===== config.mk =====
export PLATFORM = sky130hd
export DESIGN_NAME = led_blink_pattern_generator
export DESIGN_NICKNAME = d
export VERILOG_FILES = /design/src/sv/lbpg_pkg.sv /design/src/sv/lbpg_ctrl.sv /design/src/sv/lbpg_datapath.sv /design/src/sv/led_blink_pattern_generator.sv
export SDC_FILE = /design/constraint.sdc
export NUM_CORES = 1
export LEC_CHECK = 0
export BUFFER_PORTS_ARGS = -buffer_cell sky130_fd_sc_hd__buf_4
export CAP_MARGIN = 20
export CORE_MARGIN = 3
export CORE_UTILIZATION = 31
export DETAILED_ROUTE_END_ITERATION = 6
export REMOVE_ABC_BUFFERS = 1
export SLEW_MARGIN = 5
export SYNTH_ARGS = -nofsm -noshare
export SYNTH_HDL_FRONTEND = slang
export SYNTH_SLANG_ARGS = --single-unit

===== constraint.sdc =====
create_clock -name clk_i -period 6 [get_ports clk_i]
set_clock_uncertainty 0.1 [all_clocks]
set_input_delay 0.3 -clock clk_i [delete_from_list [all_inputs] [get_ports clk_i]]
set_output_delay 0.3 -clock clk_i [all_outputs]
set_load 0.005 [all_outputs]

===== src/sv/lbpg_pkg.sv =====
`timescale 1ns / 1ps

package lbpg_pkg;

  // Number of blink channels held in the bank.
  localparam int CHANNELS = 8;
  localparam int CH_IDX_W = (CHANNELS > 1) ? $clog2(CHANNELS) : 1;

  // Field widths of one item.
  localparam int MODE_W = 2;
  localparam int CHAN_W = 3;
  localparam int CNT_W  = 16;

  // Item modes.
  localparam logic [MODE_W-1:0] MODE_TICK  = 2'd0;
  localparam logic [MODE_W-1:0] MODE_START = 2'd1;
  localparam logic [MODE_W-1:0] MODE_STOP  = 2'd2;

  // Commands from the controller to the datapath.
  typedef struct packed {
    logic load;    // capture the input beat
    logic commit;  // update the channel and load the output register
  } lbpg_cmd_t;

endpackage


===== src/sv/lbpg_ctrl.sv =====
`timescale 1ns / 1ps

module lbpg_ctrl
  import lbpg_pkg::*;
(
  input  logic      clk_i,
  input  logic      rst_ni,
  input  logic      in_valid_i,
  output logic      in_ready_o,
  output logic      out_valid_o,
  input  logic      out_ready_i,
  output lbpg_cmd_t cmd_o
);

  typedef enum logic {
    S_IDLE,
    S_CALC
  } state_e;

  state_e state_q, state_d;
  logic   out_valid_q, out_valid_d;

  // Accept in idle; commit once the output register is free or being drained.
  always_comb begin
    state_d      = state_q;
    out_valid_d  = out_valid_q;
    cmd_o.load   = 1'b0;
    cmd_o.commit = 1'b0;
    if (out_valid_q && out_ready_i) begin
      out_valid_d = 1'b0;
    end
    case (state_q)
      S_IDLE: begin
        if (in_valid_i) begin
          cmd_o.load = 1'b1;
          state_d    = S_CALC;
        end
      end
      S_CALC: begin
        if (!out_valid_q || out_ready_i) begin
          cmd_o.commit = 1'b1;
          out_valid_d  = 1'b1;
          state_d      = S_IDLE;
        end
      end
      default: begin
        state_d = S_IDLE;
      end
    endcase
  end

  // State and the output valid flag.
  always_ff @(posedge clk_i or negedge rst_ni) begin
    if (!rst_ni) begin
      state_q     <= S_IDLE;
      out_valid_q <= 1'b0;
    end else begin
      state_q     <= state_d;
      out_valid_q <= out_valid_d;
    end
  end

  assign in_ready_o  = (state_q == S_IDLE);
  assign out_valid_o = out_valid_q;

  // A captured beat is always followed by the calculation step.
  a_load_to_calc: assert property (@(posedge clk_i) disable iff (!rst_ni)
    cmd_o.load |=> state_q == S_CALC)
    else $error("load not followed by calculation");

  // A result never overwrites one that is still waiting.
  a_commit_free: assert property (@(posedge clk_i) disable iff (!rst_ni)
    cmd_o.commit |-> (!out_valid_q || out_ready_i))
    else $error("commit while output register is held");

  // Every commit presents a result in the next cycle.
  a_commit_valid: assert property (@(posedge clk_i) disable iff (!rst_ni)
    cmd_o.commit |=> out_valid_q)
    else $error("commit did not raise output valid");

endmodule


===== src/sv/lbpg_datapath.sv =====
`timescale 1ns / 1ps

module lbpg_datapath
  import lbpg_pkg::*;
(
  input  logic              clk_i,
  input  logic              rst_ni,
  input  lbpg_cmd_t         cmd_i,
  input  logic [MODE_W-1:0] mode_i,
  input  logic [CHAN_W-1:0] channel_i,
  input  logic [CNT_W-1:0]  on_ticks_i,
  input  logic [CNT_W-1:0]  off_ticks_i,
  input  logic [CNT_W-1:0]  repeat_count_i,
  output logic [CHAN_W-1:0] out_channel_o,
  output logic              lamp_on_o,
  output logic              active_o
);

  // Captured item.
  logic [MODE_W-1:0] mode_q;
  logic [CHAN_W-1:0] chan_q;
  logic [CNT_W-1:0]  on_q, off_q, rep_q;

  // Per-channel state.
  logic             enabled_q [CHANNELS];
  logic             phase_q   [CHANNELS];
  logic             lamp_q    [CHANNELS];
  logic [CNT_W-1:0] on_len_q  [CHANNELS];
  logic [CNT_W-1:0] off_len_q [CHANNELS];
  logic [CNT_W-1:0] limit_q   [CHANNELS];
  logic [CNT_W-1:0] tick_q    [CHANNELS];
  logic [CNT_W-1:0] period_q  [CHANNELS];

  // Output register.
  logic [CHAN_W-1:0] out_chan_q;
  logic              out_lamp_q, out_active_q;

  logic [CH_IDX_W-1:0] idx;
  logic                in_range;
  logic                nx_en, nx_ph, nx_lamp;
  logic [CNT_W-1:0]    nx_on, nx_off, nx_lim, nx_tick, nx_per;
  logic [CNT_W-1:0]    tick_inc, per_inc;

  assign idx      = CH_IDX_W'(chan_q);
  assign in_range = (32'(chan_q) < CHANNELS);
  assign tick_inc = tick_q[idx] + 1'b1;
  assign per_inc  = period_q[idx] + 1'b1;

  // Next state of the addressed channel.
  always_comb begin
    nx_en   = enabled_q[idx];
    nx_ph   = phase_q[idx];
    nx_lamp = lamp_q[idx];
    nx_on   = on_len_q[idx];
    nx_off  = off_len_q[idx];
    nx_lim  = limit_q[idx];
    nx_tick = tick_q[idx];
    nx_per  = period_q[idx];
    case (mode_q)
      MODE_TICK: begin
        if (enabled_q[idx] && (off_len_q[idx] != '0)) begin
          nx_tick = tick_inc;
          if (!phase_q[idx]) begin
            // End of the on phase turns the lamp off.
            if (tick_inc >= on_len_q[idx]) begin
              nx_lamp = 1'b0;
              nx_tick = '0;
              nx_ph   = 1'b1;
            end
          end else if (tick_inc >= off_len_q[idx]) begin
            if ((limit_q[idx] != '0) && (per_inc >= limit_q[idx])) begin
              // Last period done: disable with the lamp off.
              nx_per = per_inc;
              nx_en  = 1'b0;
              nx_off = '0;
            end else begin
              if (limit_q[idx] != '0) begin
                nx_per = per_inc;
              end
              nx_tick = '0;
              nx_ph   = 1'b0;
              nx_lamp = 1'b1;
            end
          end
        end
      end
      MODE_START: begin
        if (on_q != '0) begin
          nx_on   = on_q;
          nx_off  = off_q;
          nx_lim  = rep_q;
          nx_tick = '0;
          nx_per  = '0;
          nx_ph   = 1'b0;
          nx_en   = 1'b1;
          nx_lamp = 1'b1;
        end
      end
      MODE_STOP: begin
        nx_on   = '0;
        nx_off  = '0;
        nx_lim  = '0;
        nx_tick = '0;
        nx_per  = '0;
        nx_ph   = 1'b0;
        nx_en   = 1'b0;
        nx_lamp = 1'b0;
      end
      default: begin
      end
    endcase
  end

  // Item capture on an accepted input beat.
  always_ff @(posedge clk_i) begin
    if (cmd_i.load) begin
      mode_q <= mode_i;
      chan_q <= channel_i;
      on_q   <= on_ticks_i;
      off_q  <= off_ticks_i;
      rep_q  <= repeat_count_i;
    end
  end

  // Control bits of each channel, cleared at reset.
  always_ff @(posedge clk_i or negedge rst_ni) begin
    if (!rst_ni) begin
      for (int c = 0; c < CHANNELS; c++) begin
        enabled_q[c] <= 1'b0;
        phase_q[c]   <= 1'b0;
        lamp_q[c]    <= 1'b0;
      end
    end else if (cmd_i.commit && in_range) begin
      enabled_q[idx] <= nx_en;
      phase_q[idx]   <= nx_ph;
      lamp_q[idx]    <= nx_lamp;
    end
  end

  // Lengths and counters; only looked at while the channel is enabled.
  always_ff @(posedge clk_i) begin
    if (cmd_i.commit && in_range) begin
      on_len_q[idx]  <= nx_on;
      off_len_q[idx] <= nx_off;
      limit_q[idx]   <= nx_lim;
      tick_q[idx]    <= nx_tick;
      period_q[idx]  <= nx_per;
    end
  end

  // Output register holds the result beat.
  always_ff @(posedge clk_i) begin
    if (cmd_i.commit) begin
      out_chan_q   <= chan_q;
      out_lamp_q   <= in_range & nx_lamp;
      out_active_q <= in_range & nx_en;
    end
  end

  assign out_channel_o = out_chan_q;
  assign lamp_on_o     = out_lamp_q;
  assign active_o      = out_active_q;

endmodule


===== src/sv/led_blink_pattern_generator.sv =====
`timescale 1ns / 1ps

// Bank of blink channels driven by a stream of items.
// Input channel (in_valid_i / in_ready_o): one beat carries mode, channel,
// on_ticks, off_ticks and repeat_count. Mode tick advances the addressed
// channel's pattern, start loads and lights it if on_ticks>0, stop clears it.
// Output channel (out_valid_o / out_ready_i): one beat per input beat with
// the channel number, its lamp level and whether its pattern is active.
// An item is handled in two steps: the beat is captured, then the channel
// registers get their read-modify-write. A new item is accepted only after
// the last one has been committed. The result sits in an output register;
// the next item is accepted while it waits, but its update is held until
// that register is drained, so a stalled receiver backs up the input after
// one more beat.
// Reset disables all channels with their lamps off and empties the output.
module led_blink_pattern_generator
  import lbpg_pkg::*;
(
  input  logic              clk_i,
  input  logic              rst_ni,
  input  logic              in_valid_i,
  output logic              in_ready_o,
  input  logic [MODE_W-1:0] mode_i,
  input  logic [CHAN_W-1:0] channel_i,
  input  logic [CNT_W-1:0]  on_ticks_i,
  input  logic [CNT_W-1:0]  off_ticks_i,
  input  logic [CNT_W-1:0]  repeat_count_i,
  output logic              out_valid_o,
  input  logic              out_ready_i,
  output logic [CHAN_W-1:0] out_channel_o,
  output logic              lamp_on_o,
  output logic              active_o
);

  lbpg_cmd_t cmd;

  // Sequencing of capture and commit.
  lbpg_ctrl u_ctrl (
    .clk_i       (clk_i),
    .rst_ni      (rst_ni),
    .in_valid_i  (in_valid_i),
    .in_ready_o  (in_ready_o),
    .out_valid_o (out_valid_o),
    .out_ready_i (out_ready_i),
    .cmd_o       (cmd)
  );

  // Channel registers and the pattern update.
  lbpg_datapath u_datapath (
    .clk_i          (clk_i),
    .rst_ni         (rst_ni),
    .cmd_i          (cmd),
    .mode_i         (mode_i),
    .channel_i      (channel_i),
    .on_ticks_i     (on_ticks_i),
    .off_ticks_i    (off_ticks_i),
    .repeat_count_i (repeat_count_i),
    .out_channel_o  (out_channel_o),
    .lamp_on_o      (lamp_on_o),
    .active_o       (active_o)
  );

endmodule

* Word-level counts from Yosys, hierarchy flattened
Memories as Yosys holds them, arrays and structs flattened. A register that Yosys moved wholly into a read port is not among the register bits. Cells that the tools add are included. Widths: inputs -> output; s select.
Storage, ports and cells: bits in registers 84, RAM bits 640, bits of input ports 57, output and inout port bits 7, word-level logic and storage cells 134, memories kept 5
Memories:
- u_datapath.limit_q | depth 8, width 16, read ports 1, clocked after memory_dff 1, wr ports 1, RTL line lbpg_datapath.sv:30 | logic [CNT_W-1:0] limit_q [CHANNELS];
- u_datapath.off_len_q | depth 8, width 16, read ports 1, clocked after memory_dff 1, wr ports 1, RTL line lbpg_datapath.sv:29 | logic [CNT_W-1:0] off_len_q [CHANNELS];
- u_datapath.on_len_q | depth 8, width 16, read ports 1, clocked after memory_dff 1, wr ports 1, RTL line lbpg_datapath.sv:28 | logic [CNT_W-1:0] on_len_q [CHANNELS];
- u_datapath.period_q | depth 8, width 16, read ports 1, clocked after memory_dff 1, wr ports 1, RTL line lbpg_datapath.sv:32 | logic [CNT_W-1:0] period_q [CHANNELS];
- u_datapath.tick_q | depth 8, width 16, read ports 1, clocked after memory_dff 1, wr ports 1, RTL line lbpg_datapath.sv:31 | logic [CNT_W-1:0] tick_q [CHANNELS];
Cells by class: $add $sub $neg 2, order comparisons 5, eq/ne operators 2, multiplexer cells 74, bitwise gates (word level) 2, reductions and logical operators 10
Operator list (number):
- $mux 16 | 19
- $pmux 16 s3 | 3
- $pmux 16 s2 | 2
- $ge 16x16->1 | 3
- $reduce_bool 16->1 | 3
- $mux 1 | 34
- $add 16x1->16 const B | 2
- $bwmux 8 | 3
- $mux 3 | 5
- $bmux 1 s3 | 3
- $pmux 1 s3 | 3
- $ge 4x4->1 const B | 1
- $logic_and 1x1->1 | 4
- $lt 4x1->1 const B | 1
- $not 3->4 | 1
- $demux 1 s3 | 1
- $eq 2x1->1 const B | 1
- $eq 2x2->1 const B | 1
- $logic_not 2->1 | 1
- $pmux 1 s2 | 1
- $logic_not 1->1 | 1
- $logic_or 1x1->1 | 1
- $not 1->1 | 1

* Logic depth before layout (Yosys ltp)
word-level depth 10, mapped depth 24, mapped depth without buffers 19

* Hierarchy
A second synthesis with hierarchy kept.
Unflattened totals: cells, all modules 1880, area total of the unflattened synthesis 31631.6 sq um
By module, submodules not included:
- lbpg_datapath | times used 1, cells an instance 1872, area an instance 31537.7 sq um, sequential area each 21620.7 sq um
- lbpg_ctrl | times used 1, cells an instance 8, area an instance 93.8 sq um, sequential area each 50.0 sq um

* Worst setup path before layout
Ideal clock, no wire load.
kind register to register, from register with a tool-made name, to memory u_datapath.tick_q[0][11] (data pin), library setup time 265 ps, data arrival time 5315 ps, data required time 5635 ps, slack 320 ps, cell stages (with the launch flop) 24, path buffers 5, clock period less this slack 5680 ps, path through dfxtp_1 > buf_4 > buf_4 > clkinv_1 > buf_1 > buf_1 > clkbuf_1 > o21ai_0 > inv_1 > ha_1 > inv_1 > nor3_1 > nand2b_1 > nor4_1 > xnor2_1 > ha_1 > a21oi_1 > a21boi_0 > o21ba_2 > a311oi_1 > o21ai_0 > a211oi_2 > nand2_1 > o21ai_0
RTL lines (RTL line):
- end: declaration | lbpg_datapath.sv:31

==> impl_results.md <==
- Clock Latency Late Sink: between 0.6 and 0.7 ns
- Outcome: finished, final reports clean
- CP Class: reg -> reg
- Synth Area in Adders: 2.153%
- Top_reg_cell synth: edfxtp_1
- Reg-to-reg setup timing slack: 0.43 ns
- Diodes inserted: 0
- Fmax: 0.1794 GHz
- Core Footprint: around 98000 um2
- Startpoint Class: register
- Critical Path Fanout Max: 14
- Asr flop ratio synth: 3.576%
- Worst hold path cell count: 2
- Die X: 321.2 um
- DRC viols: 0
- Port bufs: 63
- RSZ-0062 raised after global routing: no
- RePlAce Congestion: 0.8511
- Die height: between 300 and 400 um
- Yosys synthesis warning count: 0
- Tcrit/Tclk final: between 90% and 100%
- Row cnt: 114
- Max-cap viol count: 0
- DR WL/cell: 22.44 um
- CTS tree: yes
- Filler cells: 8991
- Setup TNS: 0 ns
- First-pass iteration count of the detailed router: 6
- EDFF count, synth: 698
- Post-synthesis sequential area ratio: 70.35%
- Clock sink count: 727
- Placed Instances: between 3000 and 4000
- CTS Root Cell: clkbuf_16
- Critical path endpoint category: register
- Die ar.: 103200 um2
- Deepest clock path buffer count: 3
- Crit path DAT: 5.82 ns
- DRT iter0 DRCs: 1569
- DR vias/cell: 5.107
- Vias in the first global route: roughly 18000
- Worst VDD drop: 266.8 uV
- Worst Hold Class: in -> reg
- Max-slew headroom: 25.02%
- Synthesized area: 30800 um2
- Antenna violations before repair: 0
- Cell Pwr Density: 440.6 nW/um2
- Most frequent cells in the layout: 698 x edfxtp_1, 192 x buf_4, 145 x nand2_1
- Synth Area in Compound Gates: 5.463%
- Synthesized area per cell: 17.70 um2
- Post-synthesis mux area share: 15.08%
- Minimum clock period: 5.574 ns
- H-tree Lvls: 3
- Fin cells: 3335
- Reg2reg path depth: 19
- Largest net degree at the start of global routing: 82
- Distinct cells, synth: 70
- P_leak: 12.51 nW
- Clock-pin slew on the worst setup and hold paths: 0.06 ns
- Number of hold violations in the final report: 0
- XOR/XNOR Fraction of Synth Area: 0.7108%
- Worst slew pin tran: 1.125 ns
- GRT overflow: 0
- Total track usage: 14.43%
- # IOs: 64
- Mapped Cells: 1740
- Initial Utilization: 31.57%
- Commonest non-fill, non-tap cell in the layout: edfxtp_1
- Yosys reg bits: 727
- Post-Synth Simple-Gate Area: 4.431%
- Layout overhead on the synthesized area: 19.38%
- Final setup viols: 0
- Slew Limit Fails: 0
- Largest family of logic cells by synthesized area: multiplexers
- Final wirelength: 74.84 mm
- Crit path required time: 6.25 ns
- Layout Nets: between 2000 and 2500
- Share of layout cells above drive strength 1: 24.28%
- Post-route ant nets: 0
- Inserted Clock Buffers: slightly below 80
- Via Count: 17030
- Global-route wire length before repair: 112.6 mm
- Dpl hpwl: ~44 mm
==> report_power, final <==
group,switching [W],internal (W)
logic,0.00273,0.00183
clock network,0.00198,0.00281
registers,0.000202,0.00664
==> cells by family (layout without fill, tap and decap cells) <==
group | count (synthesis) | after routing
flip-flops | 727 | 727
AND/OR/NAND/NOR | 287 | 287
AO/OA/AOI/OAI | 274 | 274
multiplexers | 264 | 264
buffers and inverters | 110 | 429
adder cells (fa/ha/maj) | 53 | 53
XOR/XNOR | 25 | 25
==> state kept, by name, summed over array words and instances, names as in the netlist, 8 cells and up, named ones only <==
signal                count
u_datapath.on_q          16
u_datapath.off_q         16
u_datapath.limit_q      128
u_datapath.rep_q         16
u_datapath.on_len_q     128
u_datapath.off_len_q    128
u_datapath.period_q     128
u_datapath.tick_q       128
u_datapath.lamp_q         8
u_datapath.phase_q        8
u_datapath.enabled_q      8
==> repair_timing <==
item                                   in CTS  in global routing
hold buffers                               58                  0
pin swaps                                   0                  1
endpoints found under the hold margin      84                  0
buffers inserted                            0                  5
setup endpoints to repair                  32                112
gates resized for setup                     1                  2
==> cells in the mapped netlist, types with 10 or more instances <==
cell type	number	share of area (%)
a22oi_1	12	0.29
a21o_1	11	0.27
nand2_1	145	1.8
mux4_2	132	9.7
nor2_1	36	0.44
nand3_1	14	0.23
a21oi_1	29	0.47
nand4_1	13	0.26
xnor2_1	13	0.37
xor2_1	12	0.34
mux2_2	20	0.73
ha_1	53	2.2
inv_1	26	0.32
o21ai_0	141	2.3
nor4_1	12	0.24
buf_1	12	0.15
dfrtp_1	26	2.1
clkbuf_1	27	0.33
mux4_1	20	1.7
edfxtp_1	698	68
mux2i_1	92	3.0
buf_2	24	0.39
o31ai_1	10	0.24
==> per-stage QoR <==
stage	hold WS [ns]	setup WS (ns)	total power, W	instance area, um2	utilization (%)
floorplan	-0.09559	-3.737	0.009784	30350	-
global placement	0.1183	-0.006816	0.01129	33500	34.33
detailed placement	0.1244	-0.1644	0.01143	33500	34.34
CTS	0.2382	0.06767	0.01630	36670	37.59
global route	0.2538	0.09110	0.01703	36780	37.69
finish	0.2800	0.4263	0.01620	36780	37.69
==> per-layer routing <==
metal	GRT usage [%]	part of all wire, %	vias to the layer above
met4	4.284	2.3	0
met2	24.57	50	478
li1	-	-	7592
met5	0	0	-
met3	2.680	5.2	106
met1	18.83	43	8857
==> worst max-delay path, cell delays in order, from the launching register on <==
cell and delay (ns):
dfxtp_4 0.52, buf_12 0.19, buf_12 0.17, mux4_1 0.54, o21ai_0 0.31, buf_4 0.22
nor4_4 0.06, buf_4 0.14, xnor2_1 0.32, ha_1 0.30, a22o_1 0.23, nor4_1 0.21
o21ai_0 0.16, a211o_1 0.32, buf_4 0.15, nand3_2 0.17, buf_4 0.23, or2_1 0.21
a21oi_1 0.16, mux2i_1 0.52
==> final timing paths <==
check / start / end
max: register / u_datapath.period_q[6][0]
min: on_ticks_i[2] / u_datapath.on_q[2]
max reg2reg: register / u_datapath.period_q[6][0]
min reg2reg: u_datapath.enabled_q[0] / u_datapath.enabled_q[0]
max in group asynchronous: rst_ni / u_datapath.lamp_q[3]
min in group asynchronous: rst_ni / u_ctrl.out_valid_o
==> final cells by class <==
class                           instances  area [um2]  area share, %
Multi-Input combinational cell        903        8607          23.40
Clock inverter                         46       500.5          1.361
Inverter                               28       145.1         0.3947
Tap cell                             1276        1597          4.341
Sequential cell                       727       21680          58.96
Timing Repair Buffer                  257        2175          5.913
Clock buffer                           98        2069          5.627
(Power assumes the default switching activity.)
